--- src/sliding_window_max_mono_deque_core_macros.svh ---
// assertion macros shared by the sliding window maximum rtl
// no dependencies; included by files that carry assertions
`ifndef SLIDING_WINDOW_MAX_MONO_DEQUE_CORE_MACROS_SVH
`define SLIDING_WINDOW_MAX_MONO_DEQUE_CORE_MACROS_SVH

// condition holds at every clock outside reset
`define SWMAX_ASSERT_ALWAYS(lbl, clk, rst_n, cond, msg) \
    lbl: assert property (@(posedge clk) disable iff (!rst_n) (cond)) else $error(msg);

// antecedent in one cycle implies consequent in the next
`define SWMAX_ASSERT_NEXT(lbl, clk, rst_n, ante, cons, msg) \
    lbl: assert property (@(posedge clk) disable iff (!rst_n) (ante) |=> (cons)) else $error(msg);

// antecedent implies consequent in the same cycle
`define SWMAX_ASSERT_SAME(lbl, clk, rst_n, ante, cons, msg) \
    lbl: assert property (@(posedge clk) disable iff (!rst_n) (ante) |-> (cons)) else $error(msg);

`endif

--- src/swmax_pkg.sv ---
// types and constants of the sliding window maximum block
// no dependencies
`default_nettype none

package swmax_pkg;

    localparam int unsigned SAMPLE_W  = 32;
    localparam int unsigned CFG_W     = 7;
    localparam logic [CFG_W-1:0] CFG_RESET = 7'd3;

    typedef logic signed [SAMPLE_W-1:0] t_sample;
    typedef logic [CFG_W-1:0]           t_cfg;

    // commands from controller to datapath
    typedef struct packed {
        logic accept;
        logic fill_inc;
        logic rd_head;
        logic rd_tail;
        logic retire;
        logic pop;
        logic insert;
        logic load_out;
    } t_cmd;

    // status from datapath to controller
    typedef struct packed {
        logic full;
        logic occ_zero;
        logic occ_full;
        logic rd_less;
        logic out_busy;
    } t_sts;

    typedef enum logic [7:0] {
        S_IDLE    = 8'b0000_0001,
        S_CHECK   = 8'b0000_0010,
        S_RETIRE  = 8'b0000_0100,
        S_POP_RD  = 8'b0000_1000,
        S_POP     = 8'b0001_0000,
        S_INSERT  = 8'b0010_0000,
        S_EMIT_RD = 8'b0100_0000,
        S_EMIT    = 8'b1000_0000
    } t_state;

endpackage

`default_nettype wire

--- src/swmax_in_if.sv ---
// input channel: one sample word with restart flag
// depends on swmax_pkg
`default_nettype none

interface swmax_in_if;
    logic               valid;
    logic               ready;
    swmax_pkg::t_sample sample;
    logic               restart;

    modport source (output valid, output sample, output restart, input ready);
    modport sink   (input valid, input sample, input restart, output ready);
endinterface

`default_nettype wire

--- src/swmax_out_if.sv ---
// output channel: one window maximum word
// depends on swmax_pkg
`default_nettype none

interface swmax_out_if;
    logic               valid;
    logic               ready;
    swmax_pkg::t_sample window_max;

    modport source (output valid, output window_max, input ready);
    modport sink   (input valid, input window_max, output ready);
endinterface

`default_nettype wire

--- src/swmax_ctrl.sv ---
// controller fsm of the sliding window maximum block
// depends on swmax_pkg
`default_nettype none

module swmax_ctrl (
    input  wire logic            i_clk,
    input  wire logic            i_rst_n,
    input  wire logic            i_in_valid,
    output logic                 o_in_ready,
    input  wire swmax_pkg::t_sts i_sts,
    output swmax_pkg::t_cmd      o_cmd
);

    swmax_pkg::t_state r_state;
    swmax_pkg::t_state n_state;

    always_ff @(posedge i_clk) begin
        if (!i_rst_n) begin
            r_state <= swmax_pkg::S_IDLE;
        end else begin
            r_state <= n_state;
        end
    end

    assign o_in_ready = (r_state == swmax_pkg::S_IDLE);

    always_comb begin
        n_state = r_state;
        o_cmd   = '0;
        unique case (r_state)
            swmax_pkg::S_IDLE: begin
                if (i_in_valid) begin
                    o_cmd.accept = 1'b1;
                    n_state      = swmax_pkg::S_CHECK;
                end
            end
            swmax_pkg::S_CHECK: begin
                priority if (!i_sts.full) begin
                    o_cmd.fill_inc = 1'b1;
                    n_state        = swmax_pkg::S_POP_RD;
                end else if (i_sts.occ_zero) begin
                    n_state = swmax_pkg::S_POP_RD;
                end else begin
                    o_cmd.rd_head = 1'b1;
                    n_state       = swmax_pkg::S_RETIRE;
                end
            end
            swmax_pkg::S_RETIRE: begin
                o_cmd.retire = 1'b1;
                n_state      = swmax_pkg::S_POP_RD;
            end
            swmax_pkg::S_POP_RD: begin
                if (i_sts.occ_zero) begin
                    n_state = swmax_pkg::S_INSERT;
                end else begin
                    o_cmd.rd_tail = 1'b1;
                    n_state       = swmax_pkg::S_POP;
                end
            end
            swmax_pkg::S_POP: begin
                if (i_sts.rd_less) begin
                    o_cmd.pop = 1'b1;
                    n_state   = swmax_pkg::S_POP_RD;
                end else begin
                    n_state = swmax_pkg::S_INSERT;
                end
            end
            swmax_pkg::S_INSERT: begin
                o_cmd.insert = !i_sts.occ_full;
                n_state      = swmax_pkg::S_EMIT_RD;
            end
            swmax_pkg::S_EMIT_RD: begin
                if (i_sts.full && !i_sts.occ_zero) begin
                    o_cmd.rd_head = 1'b1;
                    n_state       = swmax_pkg::S_EMIT;
                end else begin
                    n_state = swmax_pkg::S_IDLE;
                end
            end
            swmax_pkg::S_EMIT: begin
                if (!i_sts.out_busy) begin
                    o_cmd.load_out = 1'b1;
                    n_state        = swmax_pkg::S_IDLE;
                end
            end
            default: begin
                n_state = swmax_pkg::S_IDLE;
            end
        endcase
    end

endmodule

`default_nettype wire

--- src/swmax_dp.sv ---
// datapath: deque memory, head and occupancy, fill count, output register
// depends on swmax_pkg and the assertion macro header
`default_nettype none
`include "sliding_window_max_mono_deque_core_macros.svh"

module swmax_dp #(
    parameter int unsigned WINDOW_MAX = 64
) (
    input  wire logic               i_clk,
    input  wire logic               i_rst_n,
    input  wire logic               i_cfg_we,
    input  wire swmax_pkg::t_cfg    i_cfg_wdata,
    input  wire swmax_pkg::t_sample i_sample,
    input  wire logic               i_restart,
    input  wire swmax_pkg::t_cmd    i_cmd,
    output swmax_pkg::t_sts         o_sts,
    output logic                    o_out_valid,
    output swmax_pkg::t_sample      o_out_value,
    input  wire logic               i_out_ready
);

    localparam int unsigned AW  = (WINDOW_MAX > 1) ? $clog2(WINDOW_MAX) : 1;
    localparam int unsigned OW  = $clog2(WINDOW_MAX + 1);
    localparam int unsigned SW  = OW + 1;
    localparam int unsigned SKW = AW;
    localparam int unsigned CW  = (OW > swmax_pkg::CFG_W) ? OW : swmax_pkg::CFG_W;

    swmax_pkg::t_sample mem_value [WINDOW_MAX];
    logic [SKW-1:0]     mem_skip  [WINDOW_MAX];

    swmax_pkg::t_cfg    r_ws;
    logic [AW-1:0]      r_head;
    logic [AW-1:0]      n_head;
    logic [OW-1:0]      r_occ;
    logic [OW-1:0]      n_occ;
    logic [OW-1:0]      r_fill;
    logic [OW-1:0]      n_fill;
    logic               r_out_valid;
    swmax_pkg::t_sample r_out_value;
    swmax_pkg::t_sample r_sample;
    logic [SKW-1:0]     r_merged;
    swmax_pkg::t_sample r_rd_value;
    logic [SKW-1:0]     r_rd_skip;

    logic [SW-1:0]      tail_sum;
    logic [SW-1:0]      ins_sum;
    logic [AW-1:0]      tail_addr;
    logic [AW-1:0]      ins_addr;
    logic [AW-1:0]      head_inc;
    logic [AW-1:0]      rd_addr;
    logic [CW-1:0]      ws_ext;
    logic [CW-1:0]      k_eff;
    logic               skip_we;
    logic [SKW-1:0]     skip_wdata;
    logic [AW-1:0]      skip_waddr;

    // circular addressing
    always_comb begin
        tail_sum = SW'(r_head) + SW'(r_occ) - SW'(1);
        ins_sum  = SW'(r_head) + SW'(r_occ);
        tail_addr = (tail_sum >= SW'(WINDOW_MAX)) ?
                    AW'(tail_sum - SW'(WINDOW_MAX)) : AW'(tail_sum);
        ins_addr  = (ins_sum >= SW'(WINDOW_MAX)) ?
                    AW'(ins_sum - SW'(WINDOW_MAX)) : AW'(ins_sum);
        head_inc  = (r_head == AW'(WINDOW_MAX - 1)) ? AW'(0) : r_head + AW'(1);
        rd_addr   = i_cmd.rd_tail ? tail_addr : r_head;
    end

    // effective window length
    always_comb begin
        ws_ext = CW'(r_ws);
        if (ws_ext == CW'(0)) begin
            k_eff = CW'(1);
        end else if (ws_ext > CW'(WINDOW_MAX)) begin
            k_eff = CW'(WINDOW_MAX);
        end else begin
            k_eff = ws_ext;
        end
    end

    assign o_sts.full     = (CW'(r_fill) >= k_eff);
    assign o_sts.occ_zero = (r_occ == OW'(0));
    assign o_sts.occ_full = (r_occ >= OW'(WINDOW_MAX));
    assign o_sts.rd_less  = (r_rd_value < r_sample);
    assign o_sts.out_busy = r_out_valid && !i_out_ready;

    always_comb begin
        n_head = r_head;
        n_occ  = r_occ;
        n_fill = r_fill;
        if (i_cmd.accept && i_restart) begin
            n_head = AW'(0);
            n_occ  = OW'(0);
            n_fill = OW'(0);
        end
        if (i_cmd.fill_inc) begin
            n_fill = r_fill + OW'(1);
        end
        if (i_cmd.retire && (r_rd_skip == SKW'(0))) begin
            n_head = head_inc;
            n_occ  = r_occ - OW'(1);
        end
        if (i_cmd.pop) begin
            n_occ = r_occ - OW'(1);
        end
        if (i_cmd.insert) begin
            n_occ = r_occ + OW'(1);
        end
    end

    always_ff @(posedge i_clk) begin
        if (!i_rst_n) begin
            r_ws        <= swmax_pkg::CFG_RESET;
            r_head      <= AW'(0);
            r_occ       <= OW'(0);
            r_fill      <= OW'(0);
            r_out_valid <= 1'b0;
        end else begin
            if (i_cfg_we) begin
                r_ws <= i_cfg_wdata;
            end
            r_head <= n_head;
            r_occ  <= n_occ;
            r_fill <= n_fill;
            if (i_cmd.load_out) begin
                r_out_valid <= 1'b1;
            end else if (i_out_ready) begin
                r_out_valid <= 1'b0;
            end
        end
    end

    // payload registers
    always_ff @(posedge i_clk) begin
        if (i_cmd.accept) begin
            r_sample <= i_sample;
            r_merged <= SKW'(0);
        end else if (i_cmd.pop) begin
            r_merged <= r_merged + r_rd_skip + SKW'(1);
        end
        if (i_cmd.load_out) begin
            r_out_value <= r_rd_value;
        end
    end

    // deque memory, one write and one registered read per cycle
    always_comb begin
        skip_we    = i_cmd.insert || (i_cmd.retire && (r_rd_skip != SKW'(0)));
        skip_wdata = i_cmd.insert ? r_merged : r_rd_skip - SKW'(1);
        skip_waddr = i_cmd.insert ? ins_addr : r_head;
    end

    always_ff @(posedge i_clk) begin
        if (i_cmd.insert) begin
            mem_value[ins_addr] <= r_sample;
        end
        if (skip_we) begin
            mem_skip[skip_waddr] <= skip_wdata;
        end
        if (i_cmd.rd_head || i_cmd.rd_tail) begin
            r_rd_value <= mem_value[rd_addr];
            r_rd_skip  <= mem_skip[rd_addr];
        end
    end

    assign o_out_valid = r_out_valid;
    assign o_out_value = r_out_value;

    `SWMAX_ASSERT_ALWAYS(a_occ_bound, i_clk, i_rst_n, r_occ <= OW'(WINDOW_MAX), "occupancy over depth")
    `SWMAX_ASSERT_ALWAYS(a_head_bound, i_clk, i_rst_n, SW'(r_head) < SW'(WINDOW_MAX), "head out of range")
    `SWMAX_ASSERT_SAME(a_load_free, i_clk, i_rst_n, i_cmd.load_out, !(r_out_valid && !i_out_ready), "result overwritten")
    `SWMAX_ASSERT_NEXT(a_restart_clr, i_clk, i_rst_n, i_cmd.accept && i_restart, r_occ == OW'(0) && r_fill == OW'(0), "restart left state")

endmodule

`default_nettype wire

--- src/sliding_window_max_mono_deque_core.sv ---
// sliding window maximum over a signed sample stream, monotonic deque
// top level: joins swmax_ctrl and swmax_dp; depends on swmax_pkg and the interfaces
//
// i_smp carries one sample word with a restart flag; o_res carries one
// window maximum word. both use valid/ready, a word moves when both are high.
// i_cfg_we with i_cfg_wdata writes the window length (0 acts as 1, values
// above WINDOW_MAX act as WINDOW_MAX); write it only while the block is idle.
// one sample is worked at a time. from acceptance a sample passes a check
// state, a retire step once the window is full, a tail read and a compare
// for each queue entry that the new sample removes and for one that stays,
// the insert, and once the window is full a head read and the result load;
// the next sample can be taken in the cycle after the result is loaded. the
// deque memory is walked one entry at a time, a read and a compare in turn.
// samples before the window is full give no result.
// reset clears the queue, the fill count and the output valid flag and sets
// the window length to 3; no clearing pass is needed.
// while o_res is stalled the result register holds, the next sample is
// still accepted and worked up to its own result, which then waits.
`default_nettype none

module sliding_window_max_mono_deque_core #(
    parameter int unsigned WINDOW_MAX = 64
) (
    input  wire logic            i_clk,
    input  wire logic            i_rst_n,
    input  wire logic            i_cfg_we,
    input  wire swmax_pkg::t_cfg i_cfg_wdata,
    swmax_in_if.sink             i_smp,
    swmax_out_if.source          o_res
);

    swmax_pkg::t_cmd cmd;
    swmax_pkg::t_sts sts;

    swmax_ctrl u_ctrl (
        .i_clk      (i_clk),
        .i_rst_n    (i_rst_n),
        .i_in_valid (i_smp.valid),
        .o_in_ready (i_smp.ready),
        .i_sts      (sts),
        .o_cmd      (cmd)
    );

    swmax_dp #(
        .WINDOW_MAX (WINDOW_MAX)
    ) u_dp (
        .i_clk       (i_clk),
        .i_rst_n     (i_rst_n),
        .i_cfg_we    (i_cfg_we),
        .i_cfg_wdata (i_cfg_wdata),
        .i_sample    (i_smp.sample),
        .i_restart   (i_smp.restart),
        .i_cmd       (cmd),
        .o_sts       (sts),
        .o_out_valid (o_res.valid),
        .o_out_value (o_res.window_max),
        .i_out_ready (o_res.ready)
    );

endmodule

`default_nettype wire

--- src/flat_wrapper.sv ---
// flat-port wrapper written by rule: the top's interface ports become plain ports
module sliding_window_max_mono_deque_core_flat 
#(
    parameter int unsigned WINDOW_MAX = 64
)
  (i_clk, i_rst_n, i_cfg_we, i_cfg_wdata, i_smp_valid, i_smp_sample, i_smp_restart, i_smp_ready, o_res_valid, o_res_window_max, o_res_ready);
  swmax_in_if i_smp_i ();
  swmax_out_if o_res_i ();
  input  wire logic i_clk;
  input  wire logic i_rst_n;
  input  wire logic i_cfg_we;
  input  wire swmax_pkg::t_cfg i_cfg_wdata;
  input wire logic [$bits(i_smp_i.valid)-1:0] i_smp_valid;
  input wire logic [$bits(i_smp_i.sample)-1:0] i_smp_sample;
  input wire logic [$bits(i_smp_i.restart)-1:0] i_smp_restart;
  output wire logic [$bits(i_smp_i.ready)-1:0] i_smp_ready;
  output wire logic [$bits(o_res_i.valid)-1:0] o_res_valid;
  output wire logic [$bits(o_res_i.window_max)-1:0] o_res_window_max;
  input wire logic [$bits(o_res_i.ready)-1:0] o_res_ready;
  assign i_smp_i.valid = i_smp_valid;
  assign i_smp_i.sample = i_smp_sample;
  assign i_smp_i.restart = i_smp_restart;
  assign i_smp_ready = i_smp_i.ready;
  assign o_res_valid = o_res_i.valid;
  assign o_res_window_max = o_res_i.window_max;
  assign o_res_i.ready = o_res_ready;
  sliding_window_max_mono_deque_core #(.WINDOW_MAX(WINDOW_MAX)) u_core (.i_clk(i_clk), .i_rst_n(i_rst_n), .i_cfg_we(i_cfg_we), .i_cfg_wdata(i_cfg_wdata), .i_smp(i_smp_i), .o_res(o_res_i));
endmodule
--- config.mk ---
export PLATFORM = sky130hd
export DESIGN_NAME = sliding_window_max_mono_deque_core_flat
export DESIGN_NICKNAME = d
export VERILOG_FILES = /design/src/swmax_pkg.sv /design/src/swmax_in_if.sv /design/src/swmax_out_if.sv /design/src/swmax_ctrl.sv /design/src/swmax_dp.sv /design/src/sliding_window_max_mono_deque_core.sv /design/src/flat_wrapper.sv
export VERILOG_INCLUDE_DIRS = /design/src /design/src/src
export SDC_FILE = /design/constraint.sdc
export NUM_CORES = 2
export LEC_CHECK = 0
export BUFFER_PORTS_ARGS = -buffer_cell sky130_fd_sc_hd__buf_2
export CORE_MARGIN = 3
export CORE_UTILIZATION = 42
export CTS_BUF_LIST = sky130_fd_sc_hd__clkbuf_4
export CTS_CLUSTER_DIAMETER = 60
export DETAILED_ROUTE_END_ITERATION = 8
export GPL_ROUTABILITY_DRIVEN = 0
export MAX_ROUTING_LAYER = met4
export PLACE_DENSITY_LB_ADDON = 0.1
export SYNTH_ARGS = -nofsm -noshare
export SYNTH_HDL_FRONTEND = slang
export SYNTH_HIERARCHICAL = 1
export SYNTH_SLANG_ARGS = --single-unit
--- constraint.sdc ---
create_clock -name i_clk -period 11.9 [get_ports i_clk]
set_clock_uncertainty 0.15 [all_clocks]
set_input_delay 1.785 -clock i_clk [delete_from_list [all_inputs] [get_ports i_clk]]
set_output_delay 1.785 -clock i_clk [all_outputs]
set_load 0.02 [all_outputs]
== Word-level counts from Yosys, hierarchy flattened ==
Memories as Yosys holds them, arrays and structs flattened. A register that Yosys moved wholly into a read port is not among the register bits.
Cells that the tools add are included.

* Add/sub/neg operators: 11
* Order comparisons: 6
* Equal/unequal tests: 11
* Mux-type cells: 44
* Reduce and logical (&&, ||, !) cells: 19

{| class="wikitable"
|+ Operator list
! kind !! count
|-
| case mux 8 bit (8 select lines) || 1
|-
| two-way mux 6 bit || 10
|-
| two-way mux 7 bit || 7
|-
| < comparator 32 bit || 1
|-
| two-way mux 8 bit || 4
|-
| two-way mux 1 bit || 20
|-
| subtractor 6 x 1 -> 6 bit, second input constant || 3
|-
| greater-or-equal comparator 8 x 7 -> 1 bit, second input constant || 2
|-
| adder 7 x 1 -> 7 bit, second input constant || 2
|-
| zero test 7 bit || 2
|-
| adder 6 x 1 -> 6 bit, second input constant || 2
|-
| adder 6 x 7 -> 8 bit || 1
|-
| == test 8 x 1 -> 1 bit, second input constant || 1
|-
| == test 8 x 2 -> 1 bit, second input constant || 1
|-
| == test 8 x 3 -> 1 bit, second input constant || 1
|-
| == test 8 x 4 -> 1 bit, second input constant || 1
|-
| == test 8 x 5 -> 1 bit, second input constant || 1
|-
| == test 8 x 6 -> 1 bit, second input constant || 1
|-
| == test 8 x 7 -> 1 bit, second input constant || 1
|-
| == test 8 bit, second input constant || 1
|-
| subtractor 8 x 1 -> 8 bit, second input constant || 1
|-
| greater-or-equal comparator 7 bit || 1
|-
| greater-or-equal comparator 7 bit, second input constant || 1
|-
| greater-than comparator 7 bit, second input constant || 1
|-
| other kinds (14) || 24
|}

* Flip-flop bits (word level): 106
* Bits in writable memories: 2432
* Input bits: 45
* Output and inout port bits: 34
* Logic and storage cells: 102
* Memories: 2

{| class="wikitable"
|+ Memory list
! memory !! words !! width !! read ports !! clocked after Yosys merged registers in !! wr ports !! RTL line !! text
|-
| u_core.u_dp.mem_value || 64 || 32 || 1 || 1 || 1 || swmax_dp.sv:28 || <nowiki>swmax_pkg::t_sample mem_value [WINDOW_MAX];</nowiki>
|-
| u_core.u_dp.mem_skip || 64 || 6 || 1 || 1 || 1 || swmax_dp.sv:29 || <nowiki>logic [SKW-1:0] mem_skip [WINDOW_MAX];</nowiki>
|}

== Depth between registers and ports, before layout ==
* Word-level depth: 8
* Depth in mapped cells: 18

== Hierarchy ==
The synthesis kept the hierarchy.

{| class="wikitable"
|+ By module, submodules not included
! module !! times used !! cells each !! area each (sq um)
|-
| swmax_dp || 1 || 4538 || 100726.6
|-
| swmax_ctrl || 1 || 63 || 530.5
|}

== Worst setup path after synthesis ==
Ideal clock, no wire load.

* Kind: reg2reg
* Start: register u_core.u_ctrl.r_state[0]
* End: memory u_core/u_dp/mem_skip[0][2] in the netlist's numbering (data pin)
* Library setup time: 0.702 ns
* Data arrival time: 4.123 ns
* Path slack: 6.926 ns
* Cell stages (with the launch flop): 8
* Clock period less this slack: 4.974 ns
* Cell sequence: dfxtp_1 > nor3_4 > and2_1 > and4bb_1 > clkbuf_1 > buf_1 > clkbuf_1 > o21ai_0

{| class="wikitable"
|+ RTL lines
! element !! RTL line !! text
|-
| start, declared || swmax_ctrl.sv:14 || <nowiki>swmax_pkg::t_state r_state;</nowiki>
|-
| start signal, assigned || swmax_ctrl.sv:19 || <nowiki>r_state <= swmax_pkg::S_IDLE;</nowiki>
|-
| start signal, assigned || swmax_ctrl.sv:21 || <nowiki>r_state <= n_state;</nowiki>
|-
| end, declared || swmax_dp.sv:29 ||
|}

==> flow_summary.ini <==
[outcome]
status = completed

[synth]
synth_cell_type_count = 72
syn_area_sq_um = 101300
ys_seq_area_share_pct = 75.98
syn_area_per_cell_sq_um = 22.01
yosys_warnings = 6
synth.top_cells.by_count = 2,534 x edfxtp_1, 608 x mux4_2, 584 x mux2i_1
synthTopCellsByArea = edfxtp_1 75%, mux4_2 14%, mux2i_1 5.8%
synth_async_sr_flop_share_pct = 0
synth_top_flop_cell = edfxtp_1
synth_edf_count = 2534
yosysMostFrequentCell = edfxtp_1
synth_top_cell_by_area = edfxtp_1
netlist_instances = 4601
synth_fp_nets = 4703
netlist.area_leader.share_pct = 75.15
synth_seq_cells = 2576

[route]
topRoutingLayerUsed = met4
drc = 0
detail-route-antenna-nets = 0
dr_wl_met2_um = 132900
vias = 49560
first_iter_violations = 4696
routed_via_density = 5.545
dr_wl_met3_um = 15240
wl_um = 268500
routedLengthMet1_um = 114900
drtPass1Iterations = 5
wl_per_cell_um = 30.04

[floorplan]
die_area_sq_um = 247000
die_h_um = 497.0
row_count = 179
die_w_um = 497.0
core_area_sq_um = 238700
start_util_pct = 42.41
io_pins = 79

[sta]
rsz0062_at_grt = false
maxSlewHeadroom_pct = 22.57
finalMaxSlewViolations = 0
setup_violations = 0
min_period_ns = 6.351
fmax_mhz = 157.5
worst_pin_slew_ns = 1.156
fin_setup_tns_ns = 0
finalHoldViolations = 0
worst_slack_ns = 5.549
finalCritPeriodShare_pct = 53.37

[grt]
antenna_found_initial = 10
grt_pass1_vias = 51850
grt_start_max_net_pins = 104
overflow = 0
grt.total_usage_pct = 22.34
grt_pass1_wl_um = 381900

[setup_path]
cp-end-kind = flop
cp_max_fo = 65
start_kind = flop
cp.arrival_ns = 7.40
path_class = reg2reg
cp.required_ns = 12.95
r2r_slack_ns = 5.55

[layout]
nets = 5404
syn2layout_area_growth_pct = 13.31
layout.cells.non_filler = 8938
drive_gt1_share_pct = 34.63

[cts]
cts_resized = 0
ctsHoldBuffers = 0
cts_sinks = 2576
cts_max_level = 6
post_cts_buffers = 0
clk_latency_ns = 1.36
cts_tree = done
cts_inserted_buffers = 686
root_buffer = clkbuf_4
clockBufferDepth = 4
clk_pin_slew_worst_paths_ns = 0.07

[power_and_ir_drop]
total_power_mw = 17.90
vdd_drop_max_uv = 79.72
p_per_area_nw_per_um2 = 156.0
total_leakage_power_nw = 41.46

[worst_hold_path]
worstHoldPathType = reg2reg

[run]
drv_cap = 0

[place]
place_ws_ns = 5.834
dpl.hpwl_um = 132500
dp.cells = 7781
port-buffer-count = 78
## per-layer routing
layer	global-route usage [%]	up-vias
li1	-	21010
met5	-	-
met3	4.162	401
met1	29.81	26530
met4	6.153	0
met2	35.46	1619
## path summary, 6_finish.rpt
kind	start	to	cells after the start
max reg2reg	u_core/u_dp/r_sample[1]	u_core/u_dp/r_occ[3]	16
min reg2reg	u_core/u_dp/r_rd_value[0]	u_core/u_dp/o_out_value[0]	0
min	u_core/u_dp/r_rd_value[0]	u_core/u_dp/o_out_value[0]	0
max	u_core/u_dp/r_sample[1]	u_core/u_dp/r_occ[3]	16
## flip-flops by register name, indices dropped and copies added (netlist names)
| name | count |
|---|---|
| u_core/u_dp/mem_skip | 384 |
| u_core/u_dp/mem_value | 2048 |
| u_core/u_dp/r_rd_value | 32 |
| u_core/u_dp/r_fill | 7 |
| u_core/u_dp/r_merged | 6 |
| u_core/u_dp/r_head | 6 |
| u_core/u_dp/r_occ | 7 |
| u_core/u_dp/o_out_value | 32 |
| u_core/u_ctrl/r_state | 8 |
| u_core/u_dp/r_ws | 7 |
| u_core/u_dp/r_sample | 32 |
| u_core/u_dp/o_out_valid | 1 |
| u_core/u_dp/r_rd_skip | 6 |
## through the flow
stage	instance area (sq um)	hold slack (ns)	util, %
4_1_cts	114700	0.2412	48.04
6_report	114700	0.3006	48.06
5_1_grt	114700	0.2591	48.05
3_5_place_dp	106300	0.2894	44.51
3_3_place_gp	106300	0.2953	44.51
2_1_floorplan	101300	0.2668	-
## cell usage in the layout (no fill, tap or decap), types with 55 or more instances in the layout
master    instances
edfxtp_1       2534
nor2_1          130
mux4_2          608
mux2i_1         581
clkbuf_4        999
clkinv_1         90
ha_1             55
buf_2            78
nor2_4           66
buf_4           144
nand2_1          70
## cell type report
cell class | instances | area, sq um
fill | 20000 | 124000
timing repair buffer | 231 | 1652
antenna | 13 | 32.53
multi-input combinational | 1753 | 23530
clock inverter | 145 | 927.1
clock buffer | 999 | 7500
tap | 3167 | 3963
sequential | 2576 | 76930
inverter | 54 | 202.7
## critical path: stages (launching register included)
cell and delay, ns:
edfxtp_1 0.32, buf_4 0.51, inv_1 0.10, ha_1 0.30, a21o_1 0.15, a21o_1 0.17
a21oi_1 0.44, o211ai_1 0.34, a21o_1 0.25, a211oi_1 0.64, a2bb2oi_1 0.93, inv_1 0.09
nor2_1 0.72, o21ai_0 0.47, o21ai_0 0.28, a21oi_1 0.09, a211oi_1 0.23
## power breakdown
part	switching, mW	internal (mW)	total [mW]
clock network	3.54	4.08	7.61
registers	0.0102	10.0	10.0
logic	0.223	0.0426	0.266
## logic make-up after synthesis
kind of cell | Yosys count | synth area share [%]
muxes | 1193 | 19.31
DFF | 2576 | 75.98
AOI/OAI and AO/OA | 117 | 0.7488
xor gates and xnor gates | 21 | 0.2039
and+or+nand+nor | 365 | 1.642
buffers and inverters | 272 | 1.398
adders and majority gates | 57 | 0.7192
No activity file was read; power rests on OpenSTA's default activity.
